`src/rtl/dltq_pkg.sv`:
```
// ----------------------------------------------------------------------------
// dltq_pkg
// types and constants shared by the delta list timer queue
// ----------------------------------------------------------------------------
package dltq_pkg;

  localparam int TIMER_SLOTS = 32;
  localparam int SLOT_W      = 5;
  localparam int LINK_W      = 6;
  localparam int DELAY_W     = 26;
  localparam int TOTAL_W     = DELAY_W + SLOT_W + 1;
  localparam int TICK_MS     = 100;
  localparam int QUEUE_DEPTH = 4;
  localparam int QPTR_W      = 2;

  // x / 100 as (x * DIV_MUL) >> DIV_SHIFT, exact for every 32-bit x
  localparam logic [31:0] DIV_MUL   = 32'h51EB_851F;
  localparam int          DIV_SHIFT = 37;

  localparam logic [LINK_W-1:0]  NIL_LINK  = '1;
  localparam logic [LINK_W-1:0]  SLOTS_L   = LINK_W'(TIMER_SLOTS);
  localparam logic [DELAY_W-1:0] DELAY_MAX = '1;

  typedef enum logic [1:0] {
    OP_CREATE     = 2'd0,
    OP_REMOVE     = 2'd1,
    OP_TICK       = 2'd2,
    OP_REMOVE_ALL = 2'd3
  } op_t;

  typedef enum logic [2:0] {
    EV_CREATED = 3'd0,
    EV_EMPTY   = 3'd1,
    EV_REMOVED = 3'd2,
    EV_IGNORED = 3'd3,
    EV_EXPIRED = 3'd4,
    EV_DONE    = 3'd5
  } ev_t;

  typedef struct packed {
    logic [1:0]  operation;
    logic [31:0] interval_ms;
    logic        periodic;
    logic [4:0]  slot;
    logic [31:0] ticket;
  } in_item_t;

  typedef struct packed {
    logic [2:0]  event_kind;
    logic [4:0]  timer_slot;
    logic [31:0] timer_ticket;
    logic        last;
  } out_item_t;

  typedef struct packed {
    op_t                op;
    logic [DELAY_W-1:0] ticks;
    logic               periodic;
    logic [SLOT_W-1:0]  slot;
    logic [31:0]        ticket;
  } cmd_t;

  typedef struct packed {
    logic [LINK_W-1:0] running_head;
    logic [LINK_W-1:0] free_head;
  } status_t;

endpackage

```
`src/rtl/dltq_front.sv`:
```
// ----------------------------------------------------------------------------
// dltq_front
// decodes incoming transactions and converts the interval to ticks
// ----------------------------------------------------------------------------
module dltq_front (
  input  logic              in_valid,
  input  dltq_pkg::in_item_t in_data,
  output logic              in_stall,
  input  logic              q_full,
  output logic              q_push,
  output dltq_pkg::cmd_t    q_cmd
);
  import dltq_pkg::*;

  logic [63:0]        prod;
  logic [63-DIV_SHIFT:0] quot;
  logic [DELAY_W-1:0] ticks;

  assign prod = in_data.interval_ms * DIV_MUL;
  assign quot = prod[63:DIV_SHIFT];

  always_comb begin
    if (in_data.interval_ms < 32'(TICK_MS)) begin
      ticks = DELAY_W'(1);
    end else if (quot > (64-DIV_SHIFT)'(DELAY_MAX)) begin
      ticks = DELAY_MAX;
    end else begin
      ticks = quot[DELAY_W-1:0];
    end
  end

  assign in_stall        = q_full;
  assign q_push          = in_valid && !q_full;
  assign q_cmd.op        = op_t'(in_data.operation);
  assign q_cmd.ticks     = ticks;
  assign q_cmd.periodic  = in_data.periodic;
  assign q_cmd.slot      = in_data.slot;
  assign q_cmd.ticket    = in_data.ticket;

endmodule

```
`config.mk`:
```
export PLATFORM = sky130hd
export DESIGN_NAME = dltq_front
export DESIGN_NICKNAME = d
export VERILOG_FILES = /design/src/rtl/dltq_pkg.sv /design/src/rtl/dltq_front.sv
export SDC_FILE = /design/constraint.sdc
export NUM_CORES = 1
export LEC_CHECK = 0
export BUFFER_PORTS_ARGS = -buffer_cell sky130_fd_sc_hd__buf_4
export CAP_MARGIN = 5
export CORE_ASPECT_RATIO = 2
export CORE_MARGIN = 10
export CORE_UTILIZATION = 47
export DETAILED_ROUTE_END_ITERATION = 8
export GPL_TIMING_DRIVEN = 1
export MAX_ROUTING_LAYER = met4
export REMOVE_ABC_BUFFERS = 1
export SYNTH_ARGS = -nofsm -noshare
export SYNTH_HDL_FRONTEND = slang
export SYNTH_SLANG_ARGS = --single-unit
```
`constraint.sdc`:
```
create_clock -name vclk -period 12.45
set_input_delay 2.49 -clock vclk [all_inputs]
set_output_delay 2.49 -clock vclk [all_outputs]
set_load 0.01 [all_outputs]
```
## Word-level counts from Yosys, hierarchy flattened

Index checks and enable logic that the tools add are counted.

- Flip-flop bits (word level): 0
- Input port bits: 74
- Output and inout bits: 68
- Word-level logic and storage cells: 7

- Multipliers: 1
- Magnitude comparators: 2
- Muxes and demuxes: 2
- Reductions and logical operators: 2

Operators by type and width:

| kind | number |
|---|---|
| $mul 32x31->63 const B | 1 |
| $mux 26 | 2 |
| $lt 32x7->1 const B | 1 |
| $gt 26x26->1 const B | 1 |
| $logic_and 1x1->1 | 1 |
| $logic_not 1->1 | 1 |

## Longest topological paths before layout

- Word-level depth: 4
- Gate-level depth with buffers: 25
- Gate-level depth less buffers: 25

## Worst setup path after synthesis

No wires, ideal clock.

- Path kind: in2out
- From: in in_data[42] (netlist name)
- To: out q_cmd[63] (netlist name)
- Arrival time: 8.786 ns
- Data required time: 9.960 ns
- Slack: 1.174 ns
- Stages on the path: 24
- Path buffers: 0
- Cells stage by stage: inv_1 > fa_1 > inv_1 > ha_1 > fa_1 > inv_1 > fa_1 > inv_1 > fa_1 > fa_1 > fa_1 > inv_1 > fa_1 > inv_1 > ha_1 > a21oi_2 > o21ai_1 > a221o_1 > a21oi_1 > o21ai_0 > o21ai_4 > a2111oi_2 > or3_1 > a21oi_1

RTL lines:

| element | RTL line | source |
|---|---|---|
| from (decl) | dltq_front.sv:7 | `input dltq_pkg::in_item_t in_data,` |
| to (decl) | dltq_front.sv:11 | `output dltq_pkg::cmd_t q_cmd` |

==> metrics.yaml <==
ys_seq_area_share_pct: 0
area_growth_pct: 4.90
grt_usage_pct: 27.5
worst_hold_slack_ns: 4.98
nets: 2825
final_common_cell: "inv_1"
dieArea_sq_um: 47600
finalHoldViolations: 0
gp_congestion: 1.16
status: "completed"
path_class: "input pin to output pin"
first_iter_violations: 566
tightest_slew_ns: 0.468
worstHoldStart: "in_data[37]"
n_antenna_cell: 0
hp-class: "input pin to output pin"
required_ns: 9.96
grt_first_pass_wirelength_mm: 93.8
rows: 102
post-place-cells: 2468
seq_cells: 0
cap_violations: 0
grt_antenna_before_repair: 0
postRouteAntennaNets: 0
die_h_um: 299
multiInputGateArea_sq_um: 15400
core_sq_um: 38500
synth.cell_area_sq_um: 18200
synthesis.instances: 1922
grt_overflow: 0
fmax_mhz: 82.4
cp-startpoint: "in_data[52]"
finalCriticalPeriod_ns: 12.14
initial_core_util_pct: 47.3
via_count: 12754
port_buffers: 62
cts.repair.resized: 0
avgSynthCellArea_sq_um: 9.49
grt_max_degree: 27
fillers: 3801
cp-start-kind: "input pin"
slew_viol_final: 0
yosysWarnings: 0
clkbuf_count: 0
min_period_over_period_pct: 97.5
synth_cell_types: 64
critPathCaptureType: "output pin"
slew_headroom_pct: 68.7
dp_hpwl_mm: 59.5
drc_errors: 0
grt_pass1_vias: 15057
wl_per_cell_um: 25.4
setup_tns_ns: 0
dieWidth_um: 159
path_max_fanout: 10
fin_cells: 2468
wl_mm: 62.7
crit_arrival_ns: 9.65
regArea_sq_um: 0
viasPerCell: 5.17
firstDrtPassIters: 5
utilization_pct: 49.6
final_cell_mix: "654 x inv_1, 412 x ha_1, 389 x fa_1, 80 x buf_4, 57 x a21oi_1"
drive_gt1_share_pct: 4.93
ios: 142
setup_violations: 0
rsz0062_at_grt: "no"
postCtsHoldBufs: 0
postCtsSetupBuffers: 0
worst max-delay path, cell delays in order:
cell and delay [ns]:
buf_4 0.18, ha_1 0.42, inv_1 0.15, fa_1 0.55, inv_1 0.07, fa_1 0.52
fa_1 0.48, fa_1 0.54, fa_1 0.52, fa_1 0.57, inv_1 0.07, fa_1 0.53
inv_1 0.04, ha_1 0.36, a21o_1 0.22, a2111oi_0 0.38, o21ai_0 0.18, a22oi_1 0.19
nand2_1 0.16, a31oi_1 0.40, o21ai_0 0.20, xnor2_1 0.17, nor2_1 0.10, buf_4 0.13
per-layer routing:
| metal | global-route usage, % | routed length, um |
|---|---|---|
| met1 | 23.2 | 18300 |
| met2 | 52.0 | 35300 |
| met3 | 2.75 | 1660 |
| met4 | 24.4 | 7350 |
| met5 | - | 0 |
cells by family after synthesis:
kind of cell,Yosys count,share of synthesized area [%]
adder cells (fa/ha/maj),801,71.0
buffers and inverters,708,15.4
AO/OA/AOI/OAI,201,7.39
AND/OR/NAND/NOR,187,4.98
XOR/XNOR,25,1.20
Yosys cell counts (7+ instances only):
cell type	n	area, sq um
o21a_1	9	67.6
a31oi_1	7	43.8
ha_1	412	5150
nor3_1	9	45.0
buf_4	42	315
a21oi_1	57	285
fa_1	389	7790
a211oi_1	9	67.6
inv_1	654	2450
nand2_1	48	180
o21ai_0	30	150
a21o_1	24	180
o21ai_1	8	40.0
nor2_1	55	206
xor2_1	9	78.8
clkbuf_1	11	41.3
xnor2_1	16	140
and3_1	15	93.8
nand4_1	14	87.6
nand3_1	22	110
o21bai_1	9	67.6
through the flow:
step                      setup WS, ns  area, sq um
final                            0.313        19100
after global routing            0.0271        19100
after CTS                        0.302        19100
after detailed placement         0.343        19100
after global placement           0.318        19100
after floorplan                   1.17        17900
cell type report:
class	count	share of cell area, %
multi-input combinational	1214	80.6
inverter	654	12.8
tap	520	3.40
timing repair buffer	80	3.14
path summary, 6_finish.rpt:
kind	endpoint	depth (start not counted)
worst min-delay path	q_cmd[37]	0
worst max-delay path	q_cmd[53]	24
Power is left out: the tool's default activity adds up to more than one toggle a clock period on the data nets, which glitch-free logic cannot reach.
