<file path="src/rtl/dltq_pkg.sv">
// ----------------------------------------------------------------------------
// dltq_pkg
// types and constants shared by the delta list timer queue
// ----------------------------------------------------------------------------
package dltq_pkg;

  localparam int TIMER_SLOTS = 32;
  localparam int SLOT_W      = 5;
  localparam int LINK_W      = 6;
  localparam int DELAY_W     = 26;
  localparam int TOTAL_W     = DELAY_W + SLOT_W + 1;
  localparam int TICK_MS     = 100;
  localparam int QUEUE_DEPTH = 4;
  localparam int QPTR_W      = 2;

  // x / 100 as (x * DIV_MUL) >> DIV_SHIFT, exact for every 32-bit x
  localparam logic [31:0] DIV_MUL   = 32'h51EB_851F;
  localparam int          DIV_SHIFT = 37;

  localparam logic [LINK_W-1:0]  NIL_LINK  = '1;
  localparam logic [LINK_W-1:0]  SLOTS_L   = LINK_W'(TIMER_SLOTS);
  localparam logic [DELAY_W-1:0] DELAY_MAX = '1;

  typedef enum logic [1:0] {
    OP_CREATE     = 2'd0,
    OP_REMOVE     = 2'd1,
    OP_TICK       = 2'd2,
    OP_REMOVE_ALL = 2'd3
  } op_t;

  typedef enum logic [2:0] {
    EV_CREATED = 3'd0,
    EV_EMPTY   = 3'd1,
    EV_REMOVED = 3'd2,
    EV_IGNORED = 3'd3,
    EV_EXPIRED = 3'd4,
    EV_DONE    = 3'd5
  } ev_t;

  typedef struct packed {
    logic [1:0]  operation;
    logic [31:0] interval_ms;
    logic        periodic;
    logic [4:0]  slot;
    logic [31:0] ticket;
  } in_item_t;

  typedef struct packed {
    logic [2:0]  event_kind;
    logic [4:0]  timer_slot;
    logic [31:0] timer_ticket;
    logic        last;
  } out_item_t;

  typedef struct packed {
    op_t                op;
    logic [DELAY_W-1:0] ticks;
    logic               periodic;
    logic [SLOT_W-1:0]  slot;
    logic [31:0]        ticket;
  } cmd_t;

  typedef struct packed {
    logic [LINK_W-1:0] running_head;
    logic [LINK_W-1:0] free_head;
  } status_t;

endpackage

</file>
<file path="src/rtl/dltq_fifo.sv">
// ----------------------------------------------------------------------------
// dltq_fifo
// short command queue between front and back
// ----------------------------------------------------------------------------
module dltq_fifo (
  input  logic           clk,
  input  logic           rst_n,
  input  logic           push,
  input  dltq_pkg::cmd_t push_cmd,
  output logic           full,
  input  logic           pop,
  output dltq_pkg::cmd_t pop_cmd,
  output logic           not_empty
);
  import dltq_pkg::*;

  cmd_t              mem_r [QUEUE_DEPTH];
  logic [QPTR_W-1:0] wr_ptr_r;
  logic [QPTR_W-1:0] rd_ptr_r;
  logic [QPTR_W:0]   count_r;
  logic              do_push;
  logic              do_pop;

  assign full      = count_r == (QPTR_W+1)'(QUEUE_DEPTH);
  assign not_empty = count_r != '0;
  assign do_push   = push && !full;
  assign do_pop    = pop && not_empty;
  assign pop_cmd   = mem_r[rd_ptr_r];

  always_ff @(posedge clk) begin
    if (do_push) begin
      mem_r[wr_ptr_r] <= push_cmd;
    end
  end

  always_ff @(posedge clk) begin
    if (!rst_n) begin
      wr_ptr_r <= '0;
      rd_ptr_r <= '0;
      count_r  <= '0;
    end else begin
      if (do_push) begin
        wr_ptr_r <= wr_ptr_r + 1'b1;
      end
      if (do_pop) begin
        rd_ptr_r <= rd_ptr_r + 1'b1;
      end
      if (do_push && !do_pop) begin
        count_r <= count_r + 1'b1;
      end else if (do_pop && !do_push) begin
        count_r <= count_r - 1'b1;
      end
    end
  end

endmodule

</file>
<file path="config.mk">
export PLATFORM = sky130hd
export DESIGN_NAME = dltq_fifo
export DESIGN_NICKNAME = d
export VERILOG_FILES = /design/src/rtl/dltq_pkg.sv /design/src/rtl/dltq_fifo.sv
export SDC_FILE = /design/constraint.sdc
export NUM_CORES = 1
export LEC_CHECK = 0
export BUFFER_PORTS_ARGS = -buffer_cell sky130_fd_sc_hd__buf_4
export CAP_MARGIN = 20
export CORE_MARGIN = 1
export CORE_UTILIZATION = 57
export CTS_CLUSTER_SIZE = 24
export DETAILED_ROUTE_END_ITERATION = 10
export GPL_TIMING_DRIVEN = 0
export PLACE_DENSITY = 0.82
export SETUP_SLACK_MARGIN = 0.3
export SYNTH_ARGS = -nofsm -noshare
export SYNTH_HDL_FRONTEND = slang
export SYNTH_SLANG_ARGS = --single-unit
</file>
<file path="constraint.sdc">
create_clock -name clk -period 3.7 [get_ports clk]
set_input_delay 0.74 -clock clk [delete_from_list [all_inputs] [get_ports clk]]
set_output_delay 0.74 -clock clk [all_outputs]
set_load 0.05 [all_outputs]
</file>
### After elaboration in Yosys (flattened, before gate mapping)

Memories as Yosys holds them, arrays and structs flattened. A register that Yosys moved wholly into a read port is not among the register bits.
Index checks and enable logic that the tools add are counted.

* eq/ne operators: 1
* reductions and logical operators: 9
* add/subtract/negate cells: 4
* muxes and demuxes: 6

Operators by type and width (number)
* two-way mux 3 bit: 2
* adder 2 x 1 -> 2 bit, second input constant: 2
* logical AND 1 bit: 4
* two-way mux 2 bit: 2
* adder 3 x 1 -> 3 bit, second input constant: 1
* equality test 3 bit, second input constant: 1
* zero test 1 bit: 3
* nonzero test 3 bit: 1
* subtractor 3 x 1 -> 3 bit, second input constant: 1
* two-way mux 1 bit: 2
* nonzero test 2 bit: 1

* logic and storage cells: 24
* RAM bits: 264
* input bits: 70
* memories kept: 1
* register bits: 7

Memories
* mem_r: depth 4, bits a word 66, read ports 1, clocked after memory_dff 1, wr ports 1, RTL line dltq_fifo.sv:17 `cmd_t mem_r [QUEUE_DEPTH];`

### Longest topological paths before layout

Gate-level depths: netlist (run 1).

* depth after elaboration: 7
* depth in mapped cells: 9
* depth with buffers taken out: 8

### Worst setup path after synthesis (run 1)

Ideal clock, no wire load.

* path type: input -> register
* from: input push
* to: memory mem_r[0][0] in the netlist's numbering (enable)
* path slack: 687 ps
* setup time: 431 ps
* required time: 3269 ps
* arrival: 2582 ps
* stages: 3
* buffers on the path: 1
* path through: nor2b_1 -> buf_2 -> and2_1

* word-level cells in the longest chain between the ends: 3

RTL lines
* start: declaration: RTL line dltq_fifo.sv:8 `input logic push,`
* logical AND 1 bit: RTL line dltq_fifo.sv:26 `assign do_push = push && !full;`
* named net do_push: RTL line dltq_fifo.sv:21 `logic do_push;`
* two-way mux 1 bit: RTL line dltq_fifo.sv:31 `if (do_push) begin`
* two-way mux 1 bit (implied by the code): RTL line dltq_fifo.sv:32 `mem_r[wr_ptr_r] <= push_cmd;`
* end: declaration: RTL line dltq_fifo.sv:17

The timed path passes the listed nets, and every way through them passes these cells.

==> results by group, run 1 <==
Layout
  • Final Core Density: 70.7%
  • Total area of sequential cells: 0.00811 mm²
  • Layout overhead on the synthesized area: 21.9%
  • Combined area of the multi-input logic cells: between 0.0015 and 0.002 mm²
  • Layout cells sized above 1: ~45%
  • Antenna diode instance count: 0
  • NumNets Final: about 640
  • Fill cells: between 1000 and 1500

Timing
  • Final slew viol count: 0
  • Final period utilization: between 70% and 80%
  • Highest clock rate: between 0.3 and 0.4 GHz
  • Fin Setup TNS: 0 ns
  • Clock skew after layout: slightly above 0.01 ns
  • Setup repair after global routing missed its margin: no
  • Max transition margin: 58.7%
  • Fin worst setup slack: about 0.93 ns
  • Transition time at the pin with the least slew margin: 0.620 ns
  • Count of endpoints failing hold in the final timing report: 0
  • Final critical path time including I/O delays and setup: about 2.8 ns
  • Endpoints failing setup: 0

Worst setup path
  • Crit path max fanout: 10
  • CP startpoint kind: register
  • Worst path buffer plus inverter count: 3
  • FF-to-FF End: count_r[2]
  • Delay-heaviest family, CP: buffers and inverters
  • Cell repeated most along the worst path: sky130_fd_sc_hd__buf_6
  • Register-to-Register Path Depth: 9
  • Crit Path Category: reg -> out
  • Highest cell delay on the worst timing path: 0.54 ns
  • Kind of capture point of the worst setup path: output pin
  • R2R Setup Slk: 1.38 ns
  • Crit Reg-Reg Startpoint: count_r[0]
  • Arrival time of data at the critical path endpoint: ~2.0 ns
  • Data required time of the critical path: around 3.0 ns
  • Crit path cell chain: buf_6, buf_6, mux4_2, buf_4
  • Standard cell with the maximum stage delay on the critical path: sky130_fd_sc_hd__mux4_2

Global route
  • Via count of the first global-routing pass: between 4000 and 5000
  • Antenna violations before repair: 0
  • Remaining Overflow, GRT: 0
  • Maximum number of pins on one net before global-route repair: 56
  • Aggregate global-route resource usage: 19.3%
  • First-pass GRT wire length: 26000 µm

Floorplan
  • Initial cell density of the core: between 50% and 60%
  • Die area: between 0.015 and 0.02 mm²
  • Core Box Area: between 0.015 and 0.02 mm²
  • Die Y-Extent: about 130 µm
  • I/O pin total: about 140
  • Floorplan die width: roughly 130 µm
  • Number of placement rows: between 40 and 50

Min path
  • Launch instance of the worst min-delay path: push_cmd[50]
  • Worst min-delay path category: in -> reg
  • Hold path endpoint: mem_r[1][50]
  • Hold Path Depth: 1

Logic synthesis
  • Largest cells by area after synthesis: sky130_fd_sc_hd__edfxtp_1, sky130_fd_sc_hd__mux4_2, sky130_fd_sc_hd__dfxtp_1, sky130_fd_sc_hd__ha_1, sky130_fd_sc_hd__buf_6
  • Sequential-to-total area share from yosys stat: between 80% and 90%
  • Combined area of all synthesized cells: 0.0100 mm²
  • Yosys synthesis warning count: 0
  • Syn Nets: roughly 470
  • Top-area cell type share of the netlist area: 79.3%
  • Cell type with the highest aggregate area in the netlist: sky130_fd_sc_hd__edfxtp_1
  • Number of synthesized register bits: ~270
  • Mean instance size in the synthesized netlist: 25.5 µm²
  • Number of library cell types mapped by synthesis: 22
  • Post-synthesis cell count: 392

Route
  • Post-route ant nets: 0
  • Vias per std cell: approximately 5.6
  • Via count of the routed design: around 4500
  • # DRC: 0
  • Initial detailed-routing violation count: 231
  • Routed wire length: ~17000 µm
  • Drt wl/cell: 21.1 µm
  • Detailed Routing Iterations Pass 1: 4

Clock tree
  • CTS Buffer Depth: 3
  • Clock Sinks: 273
  • Quantity of gates resized following cts: 0
  • Hold-fix buffers at CTS: 0
  • TritonCTS clock tree: yes
  • Total CTS buffers: 27
  • Later-pin clock latency in the skew report: 0.51 ns
  • Root cell of the clock tree: sky130_fd_sc_hd__clkbuf_16
  • Clock-pin transition on the worst setup and hold timing paths: 0.06 ns
  • Number of buffers added for setup after CTS: 0
  • H-tree lvl count: 1

Run status
  • Run status: complete, no violations

Placement
  • HPWL Detailed: ~11000 µm
  • Last weighted congestion value of the routability-driven placer: roughly 0.70
  • Number of port buffers: ~140
  • Dpl ws: 1.15 ns

Run
  • Max capacitance violation total: 0

Power
  • Maximum VDD drop: around 0.55 mV
  • Power density of the placed cells: around 800 mW/mm²
  • Pleak: just over 4 nW
-- synthesized netlist by cell type --
| master | instances |
|---|---|
| sky130_fd_sc_hd__xnor2_1 | 3 |
| sky130_fd_sc_hd__xor2_1 | 1 |
| sky130_fd_sc_hd__o31ai_2 | 1 |
| sky130_fd_sc_hd__a21boi_0 | 1 |
| sky130_fd_sc_hd__fa_1 | 1 |
| sky130_fd_sc_hd__o311ai_1 | 1 |
| sky130_fd_sc_hd__inv_1 | 3 |
| sky130_fd_sc_hd__edfxtp_1 | 264 |
| sky130_fd_sc_hd__ha_1 | 5 |
| sky130_fd_sc_hd__mux4_2 | 66 |
| sky130_fd_sc_hd__nor3b_2 | 1 |
| sky130_fd_sc_hd__and2_1 | 8 |
| sky130_fd_sc_hd__nand2_1 | 4 |
| sky130_fd_sc_hd__dfxtp_1 | 9 |
| sky130_fd_sc_hd__nor2b_1 | 2 |
| sky130_fd_sc_hd__clkbuf_1 | 3 |
| sky130_fd_sc_hd__mux2i_1 | 3 |
| sky130_fd_sc_hd__buf_6 | 5 |
| sky130_fd_sc_hd__buf_2 | 6 |
| sky130_fd_sc_hd__or3_1 | 2 |
| sky130_fd_sc_hd__o21ai_0 | 1 |
| sky130_fd_sc_hd__buf_4 | 2 |
-- state kept, by name, summed over array words and instances, names as in the netlist, named ones only --
register / cells
count_r: 3
rd_ptr_r: 2
wr_ptr_r: 2
mem_r: 264
-- where the power goes --
group | total, mW | leakage (nW) | switching [mW] | internal, mW
combinational | 3.25 | 1.26 | 2.06 | 1.20
sequential | 3.85 | 2.49 | 0.100 | 3.75
clock | 2.40 | 0.381 | 1.01 | 1.39
total | 9.50 | 4.13 | 3.16 | 6.34
-- worst max-delay path by stage --
stage	from	end	cells after the start
floorplan	push	mem_r[0][0]	3
global placement	push	mem_r[0][37]	4
detailed placement	push	count_r[2]	9
CTS	register	pop_cmd[31]	4
global route	register	pop_cmd[31]	4
finish	register	pop_cmd[31]	4
-- cell usage in the layout (no fill, tap or decap), types with 3 or more instances in the layout --
| cell | count |
|---|---|
| sky130_fd_sc_hd__buf_4 | 138 |
| sky130_fd_sc_hd__clkbuf_1 | 9 |
| sky130_fd_sc_hd__xnor2_1 | 3 |
| sky130_fd_sc_hd__inv_1 | 3 |
| sky130_fd_sc_hd__dfxtp_1 | 9 |
| sky130_fd_sc_hd__clkinv_1 | 7 |
| sky130_fd_sc_hd__clkinv_2 | 3 |
| sky130_fd_sc_hd__buf_6 | 5 |
| sky130_fd_sc_hd__edfxtp_1 | 264 |
| sky130_fd_sc_hd__mux4_2 | 66 |
| sky130_fd_sc_hd__ha_1 | 5 |
| sky130_fd_sc_hd__and2_1 | 4 |
| sky130_fd_sc_hd__mux2i_1 | 3 |
| sky130_fd_sc_hd__nand2_1 | 4 |
| sky130_fd_sc_hd__and2_4 | 4 |
| sky130_fd_sc_hd__clkbuf_16 | 27 |
| sky130_fd_sc_hd__buf_2 | 6 |
-- through the flow --
step / hold slack [ns] / area (µm²) / cells / power (mW)
after floorplan: 0.468 / 10000 / 392 / 6.29
after CTS: 0.403 / 12200 / 802 / 9.62
after global routing: 0.411 / 12200 / 802 / 9.84
final: 0.432 / 12200 / 802 / 9.50
after detailed placement: 0.510 / 11400 / 757 / 7.21
after global placement: 0.478 / 11300 / 753 / 7.16
-- routing by layer --
metal | GRT usage (%) | share of wire (%) | vias up
met5 | 0 | 0 | -
met4 | 4.93 | 1.8 | 0
li1 | - | - | 2003
met1 | 25.8 | 40 | 2316
met2 | 33.1 | 52 | 140
met3 | 3.60 | 6.2 | 29
-- worst reg2reg max path: stages (launching register included) --
cell and delay (ns):
sky130_fd_sc_hd__dfxtp_1 0.49, sky130_fd_sc_hd__nor3b_2 0.11, sky130_fd_sc_hd__nor2b_1 0.13, sky130_fd_sc_hd__buf_2 0.21, sky130_fd_sc_hd__ha_1 0.22, sky130_fd_sc_hd__inv_1 0.06
sky130_fd_sc_hd__fa_1 0.37, sky130_fd_sc_hd__xor2_1 0.18, sky130_fd_sc_hd__or3_1 0.30, sky130_fd_sc_hd__a21boi_0 0.17
-- area by class of cell --
cell class                      count  area share, %
Timing Repair Buffer              140           9.16
Multi-Input combinational cell    100           14.6
Clock buffer                       33           5.73
Clock inverter                     12          0.657
Buffer                             16          0.924
Tap cell                          225           2.31
Sequential cell                   273           66.5
Inverter                            3         0.0924
-- cell families after synthesis --
logic type / count (synthesis) / synth area share [%]
fa+ha+maj: 6 / 0.826
compound gates: 4 / 0.338
buf+inv: 19 / 1.24
mux: 69 / 15.2
simple gates: 17 / 1.03
flops: 273 / 81.1
xor+xnor: 4 / 0.350
Note: power is estimated with default switching activity, not from simulation.
==> inputs of run 2 (changes only) <==
--- a/config.mk
+++ b/config.mk
@@ -5,14 +5,15 @@
 export SDC_FILE = /design/constraint.sdc
 export NUM_CORES = 1
 export LEC_CHECK = 0
+export ABC_AREA = 1
 export BUFFER_PORTS_ARGS = -buffer_cell sky130_fd_sc_hd__buf_4
 export CAP_MARGIN = 20
 export CORE_MARGIN = 1
-export CORE_UTILIZATION = 57
+export CORE_UTILIZATION = 52
 export CTS_CLUSTER_SIZE = 24
 export DETAILED_ROUTE_END_ITERATION = 10
 export GPL_TIMING_DRIVEN = 0
-export PLACE_DENSITY = 0.82
+export PLACE_DENSITY = 0.79
 export SETUP_SLACK_MARGIN = 0.3
 export SYNTH_ARGS = -nofsm -noshare
 export SYNTH_HDL_FRONTEND = slang
==> constraint.sdc (replaced) <==
create_clock -name clk -period 2.35 [get_ports clk]
set_input_delay 0.47 -clock clk [delete_from_list [all_inputs] [get_ports clk]]
set_output_delay 0.47 -clock clk [all_outputs]
set_load 0.05 [all_outputs]
==> run 2 against run 1 <==
- non-clock buffer count grew 41
- clock skew down 0.0022 ns
- largest cell class unchanged
- synthesized area rose by 8.6%
- sequential power increased by 58%
- largest power group is now combinational cells
- critical path type unchanged
- via count rose by 44%
- cell area increased by 18%
- setup slack worse by 0.91 ns
==> results by group, run 2 <==
Timing
  • Final slew viol count: 0
  • Fin worst setup slack: approximately 0.022 ns
  • Count of endpoints failing hold in the final timing report: 0
  • Final period utilization: just under 100%
  • Endpoints failing setup: 0
  • Max transition margin: between 40% and 50%
  • Final critical path time including I/O delays and setup: 2.33 ns
  • Worst hold slack: around 0.15 ns
  • Clock skew after layout: 0.00798 ns
  • Fin Setup TNS: 0 ns
  • Transition time at the pin with the least slew margin: 0.777 ns
  • Setup repair after global routing missed its margin: yes
  • Highest clock rate: between 0.4 and 0.5 GHz

Min path
  • Worst min-delay path category: in -> reg

Logic synthesis
  • Top-area cell type share of the netlist area: between 70% and 80%
  • Combined area of all synthesized cells: approximately 0.011 mm²
  • Post-synthesis cell count: about 710
  • Number of synthesized register bits: between 200 and 300
  • Mean instance size in the synthesized netlist: about 15 µm²
  • Most frequent cell after synthesis: sky130_fd_sc_hd__edfxtp_1
  • Number of library cell types mapped by synthesis: 25
  • Top flip-flop cell by instance count after synthesis: sky130_fd_sc_hd__edfxtp_1
  • Number of flops mapped to enable cells by yosys: ~260
  • Sequential-to-total area share from yosys stat: 74.6%
  • Most numerous cell types in the synthesized netlist: sky130_fd_sc_hd__edfxtp_1, sky130_fd_sc_hd__o21ai_0, sky130_fd_sc_hd__nor2_1, sky130_fd_sc_hd__nor2_4, sky130_fd_sc_hd__o22ai_2
  • Yosys synthesis warning count: 0
  • FFs w/ async S/R, synth: 0%
  • Syn Nets: around 780
  • Cell type with the highest aggregate area in the netlist: sky130_fd_sc_hd__edfxtp_1
  • Largest cells by area after synthesis: sky130_fd_sc_hd__edfxtp_1, sky130_fd_sc_hd__o21ai_0, sky130_fd_sc_hd__o22ai_2, sky130_fd_sc_hd__nor2_4, sky130_fd_sc_hd__nor2_1

Worst setup path
  • Kind of capture point of the worst setup path: output pin
  • CP startpoint kind: register
  • Delay-heaviest family, CP: buffers and inverters
  • Crit path cell chain: buf_12, inv_16, buf_16, clkbuf_16, nor2_4, o22ai_2, buf_6
  • Crit path max fanout: 8
  • Highest cell delay on the worst timing path: between 0.3 and 0.4 ns
  • Arrival time of data at the critical path endpoint: 1.86 ns
  • Worst path buffer plus inverter count: 5
  • Standard cell with the maximum stage delay on the critical path: sky130_fd_sc_hd__dfxtp_4
  • Crit Path Category: reg -> out
  • Data required time of the critical path: 1.88 ns

Floorplan
  • Die area: 0.0215 mm²
  • Core Box Area: 0.0204 mm²
  • Number of placement rows: 52
  • Initial cell density of the core: 53.4%
  • I/O pin total: 138
  • Die Y-Extent: around 150 µm
  • Floorplan die width: 147 µm

Run status
  • Run status: complete, no violations

Clock tree
  • Total CTS buffers: 27
  • Hold-fix buffers at CTS: 0
  • Root cell of the clock tree: sky130_fd_sc_hd__clkbuf_16
  • Clock Sinks: between 200 and 300
  • Later-pin clock latency in the skew report: ~0.52 ns
  • CTS Buffer Depth: 3
  • Clock-pin transition on the worst setup and hold timing paths: 0.06 ns
  • TritonCTS clock tree: yes
  • H-tree lvl count: 1

Placement
  • Dpl ws: about 0.068 ns
  • Number of port buffers: between 100 and 150
  • Last weighted congestion value of the routability-driven placer: about 0.73
  • Placed Instance Area: between 0.01 and 0.015 mm²
  • HPWL Detailed: roughly 14000 µm

Global route
  • Fraction of met1 tracks used by global routing: roughly 30%
  • Antenna violations before repair: 1
  • Aggregate global-route resource usage: around 22%
  • Remaining Overflow, GRT: 0
  • GRT busiest layer: met2
  • Met2 track utilization from global routing: roughly two fifths
  • First-pass GRT wire length: 36400 µm
  • Via count of the first global-routing pass: 6684
  • Maximum number of pins on one net before global-route repair: 30
  • Fraction of met3 tracks used by global routing: slightly below 4%

Route
  • # DRC: 0
  • Drt wl/cell: between 20 and 25 µm
  • Vias per std cell: approximately 5.5
  • Post-route ant nets: 0
  • Initial detailed-routing violation count: around 340
  • Routed wire length: roughly 24000 µm
  • Detailed Routing Iterations Pass 1: 5
  • Via count of the routed design: roughly 6500

Layout
  • Number of flip-flops in the largest register: ~260
  • Commonest cells after routing, fill and taps aside: sky130_fd_sc_hd__edfxtp_1, sky130_fd_sc_hd__o21ai_0, sky130_fd_sc_hd__nor2_1, sky130_fd_sc_hd__buf_4, sky130_fd_sc_hd__buf_6
  • Layout overhead on the synthesized area: 32.0%
  • Fill cells: approximately 1300
  • Final Core Density: approximately 70%
  • Post-Layout Inst Area: approximately 0.014 mm²
  • Commonest non-fill, non-tap cell in the layout: sky130_fd_sc_hd__edfxtp_1
  • Layout cells sized above 1: 42.4%
  • Biggest registers after layout: mem_r x264, count_r x3
  • NumNets Final: between 900 and 1000
  • Biggest register: mem_r

Power
  • Power density of the placed cells: approximately 1200 mW/mm²
  • Pleak: 5.04 nW
  • Maximum VDD drop: roughly 1 mV

Run
  • Max capacitance violation total: 0
[run 2: cell count changes after synthesis, sizes merged, moves of 4 or more]
cell / previous run / this run
nand2: 4 / 15
clkbuf: 3 / 22
buf: 13 / 20
o22ai: 0 / 66
o21ai: 1 / 133
nor2: 0 / 146
nand3: 0 / 4
mux4: 66 / 0
inv: 3 / 17
and2: 8 / 0
[run 2: metrics by stage]
step	total power, mW	std cells
final	17.7	1183
after floorplan	10.5	707
after CTS	17.5	1177
after detailed placement	12.4	1122
after global placement	12.2	1114
after global routing	18.4	1182
[run 2: metal layers]
metal / up-vias / share of wire, % / routed length, µm
met1: 3223 / 42 / 10000
met2: 187 / 51 / 12100
met5: - / 0 / 0
met3: 26 / 5.6 / 1330
met4: 0 / 1.4 / 327
li1: 3028 / - / -
[run 2: where the power goes]
part	switching, mW	internal (mW)
registers	0.162	5.92
logic	4.65	2.74
clock network	1.68	2.55
total	6.50	11.2
[run 2: cells by family (layout without fill, tap and decap cells)]
kind of cell             after synthesis  in the layout  share of synthesized area (%)
flip-flops                           273            273                           74.6
AO/OA/AOI/OAI                        202            202                           12.5
AND/OR/NAND/NOR                      166            167                           8.72
buffers and inverters                 59            263                           3.32
adder cells (fa/ha/maj)                6              6                          0.760
XOR/XNOR                               1              1                         0.0806
other                                  0              1                              0
[run 2: worst paths after layout]
kind / from / endpoint / slack, ns / cells after the start
setup / recovery: register / pop_cmd[23] / 0.02 / 7
hold / removal: push_cmd[29] / mem_r[2][29] / 0.15 / 1
setup reg to reg: count_r[1] / mem_r[0][33] / 0.40 / 5
hold reg to reg: rd_ptr_r[0] / rd_ptr_r[0] / 0.51 / 2
[run 2: repair_timing]
action,4_1_cts,5_1_grt
buffers inserted,2,0
setup endpoints to repair,66,110
hold endpoints to repair,0,0
cloned,4,5
pin swaps,17,32
gates resized for setup,168,48
[run 2: cell type report]
| cell class | instances | area (µm²) | share of cell area, % |
|---|---|---|---|
| clock inverters | 13 | 135 | 0.942 |
| multi-input cells | 376 | 2750 | 19.2 |
| clock buffers | 36 | 749 | 5.22 |
| inverters | 17 | 80.1 | 0.558 |
| flip-flops and latches | 273 | 8110 | 56.6 |
| plain buffers | 42 | 478 | 3.33 |
| well taps | 270 | 338 | 2.35 |
| repair buffers | 155 | 1690 | 11.8 |
| diodes | 1 | 2.50 | 0.0174 |
==> inputs of run 3 (changes only) <==
--- a/config.mk
+++ b/config.mk
@@ -8,12 +8,14 @@
 export ABC_AREA = 1
 export BUFFER_PORTS_ARGS = -buffer_cell sky130_fd_sc_hd__buf_4
 export CAP_MARGIN = 20
+export CELL_PAD_IN_SITES_DETAIL_PLACEMENT = 1
+export CELL_PAD_IN_SITES_GLOBAL_PLACEMENT = 1
 export CORE_MARGIN = 1
-export CORE_UTILIZATION = 52
+export CORE_UTILIZATION = 43
 export CTS_CLUSTER_SIZE = 24
 export DETAILED_ROUTE_END_ITERATION = 10
 export GPL_TIMING_DRIVEN = 0
-export PLACE_DENSITY = 0.79
+export PLACE_DENSITY = 0.78
 export SETUP_SLACK_MARGIN = 0.3
 export SYNTH_ARGS = -nofsm -noshare
 export SYNTH_HDL_FRONTEND = slang
==> run 3 against run 2 <==
- the flow now finishes with violations (negative setup slack)
- routed wire length grew 18%
- cell area down 0.72%
- sequential share of layout area grew 0.42 points
- sequential cell count is the same
- via count up 3.2%
- worst hold slack lost 0.020 ns
- sequential power barely moved
- critical endpoint is now pop_cmd[6]
- largest cell class unchanged
- largest power group unchanged
- highest routed layer unchanged
==> results by group, run 3 (same netlist as run 2, synthesis figures left out) <==
Run status
  • Run status: complete, but fails checks
  • Failing checks: negative setup slack

Worst setup path
  • Crit path cell chain: buf_12, inv_12, buf_12, buf_16, nor2_4, o22ai_2, buf_6
  • Arrival time of data at the critical path endpoint: around 2 ns
  • Highest cell delay on the worst timing path: 0.38 ns
  • Data required time of the critical path: roughly 1.9 ns
  • Standard cell with the maximum stage delay on the critical path: sky130_fd_sc_hd__dfxtp_4
  • Worst path buffer plus inverter count: 5
  • Kind of capture point of the worst setup path: output pin
  • Crit Path Category: reg -> out
  • Delay-heaviest family, CP: buffers and inverters
  • CP startpoint kind: register
  • Cell repeated most along the worst path: sky130_fd_sc_hd__buf_12
  • Crit path max fanout: 10

Power
  • Sequential cell fraction of total power: 34.4%
  • Switching fraction of total power: a little under two fifths
  • Maximum VDD drop: 0.623 mV
  • Net switching power figure: a little under 7 mW
  • Gate power share: ~41%
  • Relative contribution of the clock network to total power: approximately a quarter
  • Pleak: 4.99 nW
  • Power density of the placed cells: ~1200 mW/mm²
  • Cell internal pwr: ~11 mW

Floorplan
  • Initial cell density of the core: 44.3%
  • I/O pin total: around 140
  • Core Box Area: roughly 0.025 mm²
  • Die Y-Extent: approximately 160 µm
  • Number of placement rows: 57
  • Floorplan die width: approximately 160 µm
  • Die area: ~0.026 mm²

Clock tree
  • Later-pin clock latency in the skew report: 0.54 ns
  • Root cell of the clock tree: sky130_fd_sc_hd__clkbuf_16
  • CTS Buffer Depth: 3
  • TritonCTS clock tree: yes
  • Total CTS buffers: 29
  • Clock Sinks: ~270
  • H-tree lvl count: 1
  • Hold-fix buffers at CTS: 0
  • Clock-pin transition on the worst setup and hold timing paths: around 0.06 ns

Route
  • Drt wl/cell: 22.6 µm
  • # DRC: 0
  • Post-route ant nets: 0
  • Routed wire length: 28100 µm
  • Via count of the routed design: roughly 6700
  • Detailed Routing Iterations Pass 1: 4
  • Vias per std cell: around 5.4
  • Initial detailed-routing violation count: between 400 and 500

Timing
  • Highest clock rate: between 0.4 and 0.5 GHz
  • Final slew viol count: 0
  • Clock skew after layout: approximately 0.0083 ns
  • Setup repair after global routing missed its margin: yes
  • Count of endpoints failing hold in the final timing report: 0
  • Final period utilization: 103%
  • Final critical path time including I/O delays and setup: 2.42 ns
  • Fin worst setup slack: -0.0705 ns
  • Max transition margin: between 40 and 50%
  • Transition time at the pin with the least slew margin: 0.769 ns
  • Endpoints failing setup: 41

Min path
  • Worst min-delay path category: in -> reg

Layout
  • NumNets Final: a little under 1000
  • Final Core Density: approximately three fifths
  • Commonest cells after routing, fill and taps aside: sky130_fd_sc_hd__edfxtp_1, sky130_fd_sc_hd__o21ai_0, sky130_fd_sc_hd__nor2_1, sky130_fd_sc_hd__buf_4, sky130_fd_sc_hd__buf_6
  • Antenna diode instance count: 0
  • Fill cells: between 2000 and 2500
  • Non-Filler Instances: 1243
  • Layout cells sized above 1: around two fifths
  • Combined area of the multi-input logic cells: ~0.0027 mm²
  • Biggest registers after layout: mem_r x264, count_r x3
  • Biggest register: mem_r
  • Number of flip-flops in the largest register: between 200 and 300
  • Layout overhead on the synthesized area: 31.1%
  • Commonest non-fill, non-tap cell in the layout: sky130_fd_sc_hd__edfxtp_1
  • Total area of sequential cells: 0.00812 mm²

Global route
  • Remaining Overflow, GRT: 0
  • Fraction of met1 tracks used by global routing: 27.4%
  • GRT busiest layer: met2
  • Fraction of met3 tracks used by global routing: under 10%
  • Via count of the first global-routing pass: about 7400
  • Antenna violations before repair: 0
  • Met2 track utilization from global routing: approximately 40%
  • Maximum number of pins on one net before global-route repair: 29
  • First-pass GRT wire length: ~43000 µm
  • Aggregate global-route resource usage: 21.8%

Placement
  • Last weighted congestion value of the routability-driven placer: roughly 0.68
  • Number of port buffers: 137
  • Number of instances in the placed design: about 1200
  • HPWL Detailed: approximately 18000 µm

Run
  • Max capacitance violation total: 0
## run 3: changes by cell type in the layout (fill, tap and decap cells not counted), sizes merged
cell | before | now
buf | 173 | 180
bufinv | 3 | 2
clkbuf | 59 | 49
clkinv | 10 | 14
clkinvlp | 0 | 6
diode | 1 | 0
inv | 17 | 18
## run 3: power groups by stage
stage                     Combinational (mW)  Sequential (mW)  Clock, mW
after floorplan                         4.36             6.14          0
after global placement                  6.14             6.19          0
after detailed placement                6.37             6.20          0
after CTS                               7.29             6.10       4.40
after global routing                    7.66             6.15       4.59
final                                   7.29             6.11       4.33
## run 3: final timing paths
path / startpoint / to / slack [ns] / cells past startpoint
worst max register to register: wr_ptr_r[1] / mem_r[0][29] / 0.40 / 6
worst max-delay path: register / pop_cmd[6] / -0.07 / 7
worst min register to register: count_r[1] / count_r[1] / 0.53 / 2
worst min-delay path: push_cmd[22] / mem_r[1][22] / 0.13 / 1
## run 3: area by class of cell
type	instances	share of cell area, %
Multi-Input combinational cell	376	18.7
Sequential cell	273	57.0
Clock buffer	31	5.15
Clock inverter	23	1.25
Buffer	42	3.15
Timing Repair Buffer	157	11.4
Inverter	17	0.536
Tap cell	324	2.85
## run 3: per-stage QoR
stage	cell area (µm²)	setup TNS [ns]	hold WS [ns]	total power, mW	setup WS (ns)
after floorplan	11100	0	0.465	10.5	0.305
after global placement	12500	-135.46	0.491	12.3	-0.566
after detailed placement	12700	-0.209	0.510	12.6	-0.0641
after CTS	14200	-3.23	0.110	17.8	-0.101
after global routing	14200	-4.75	0.106	18.4	-0.120
final	14200	-1.29	0.130	17.7	-0.0705
## run 3: repair_timing
item | 4_1_cts | 5_1_grt
setup buffers | 6 | 2
pin swaps | 12 | 20
setup endpoints to repair | 117 | 107
gates cloned | 5 | 0
resized for setup | 149 | 28
## run 3: metal layers
metal,share of wire [%],vias to the layer above
li1,-,3031
met5,0,-
met2,53,185
met4,1.5,0
met3,5.6,39
met1,40,3413
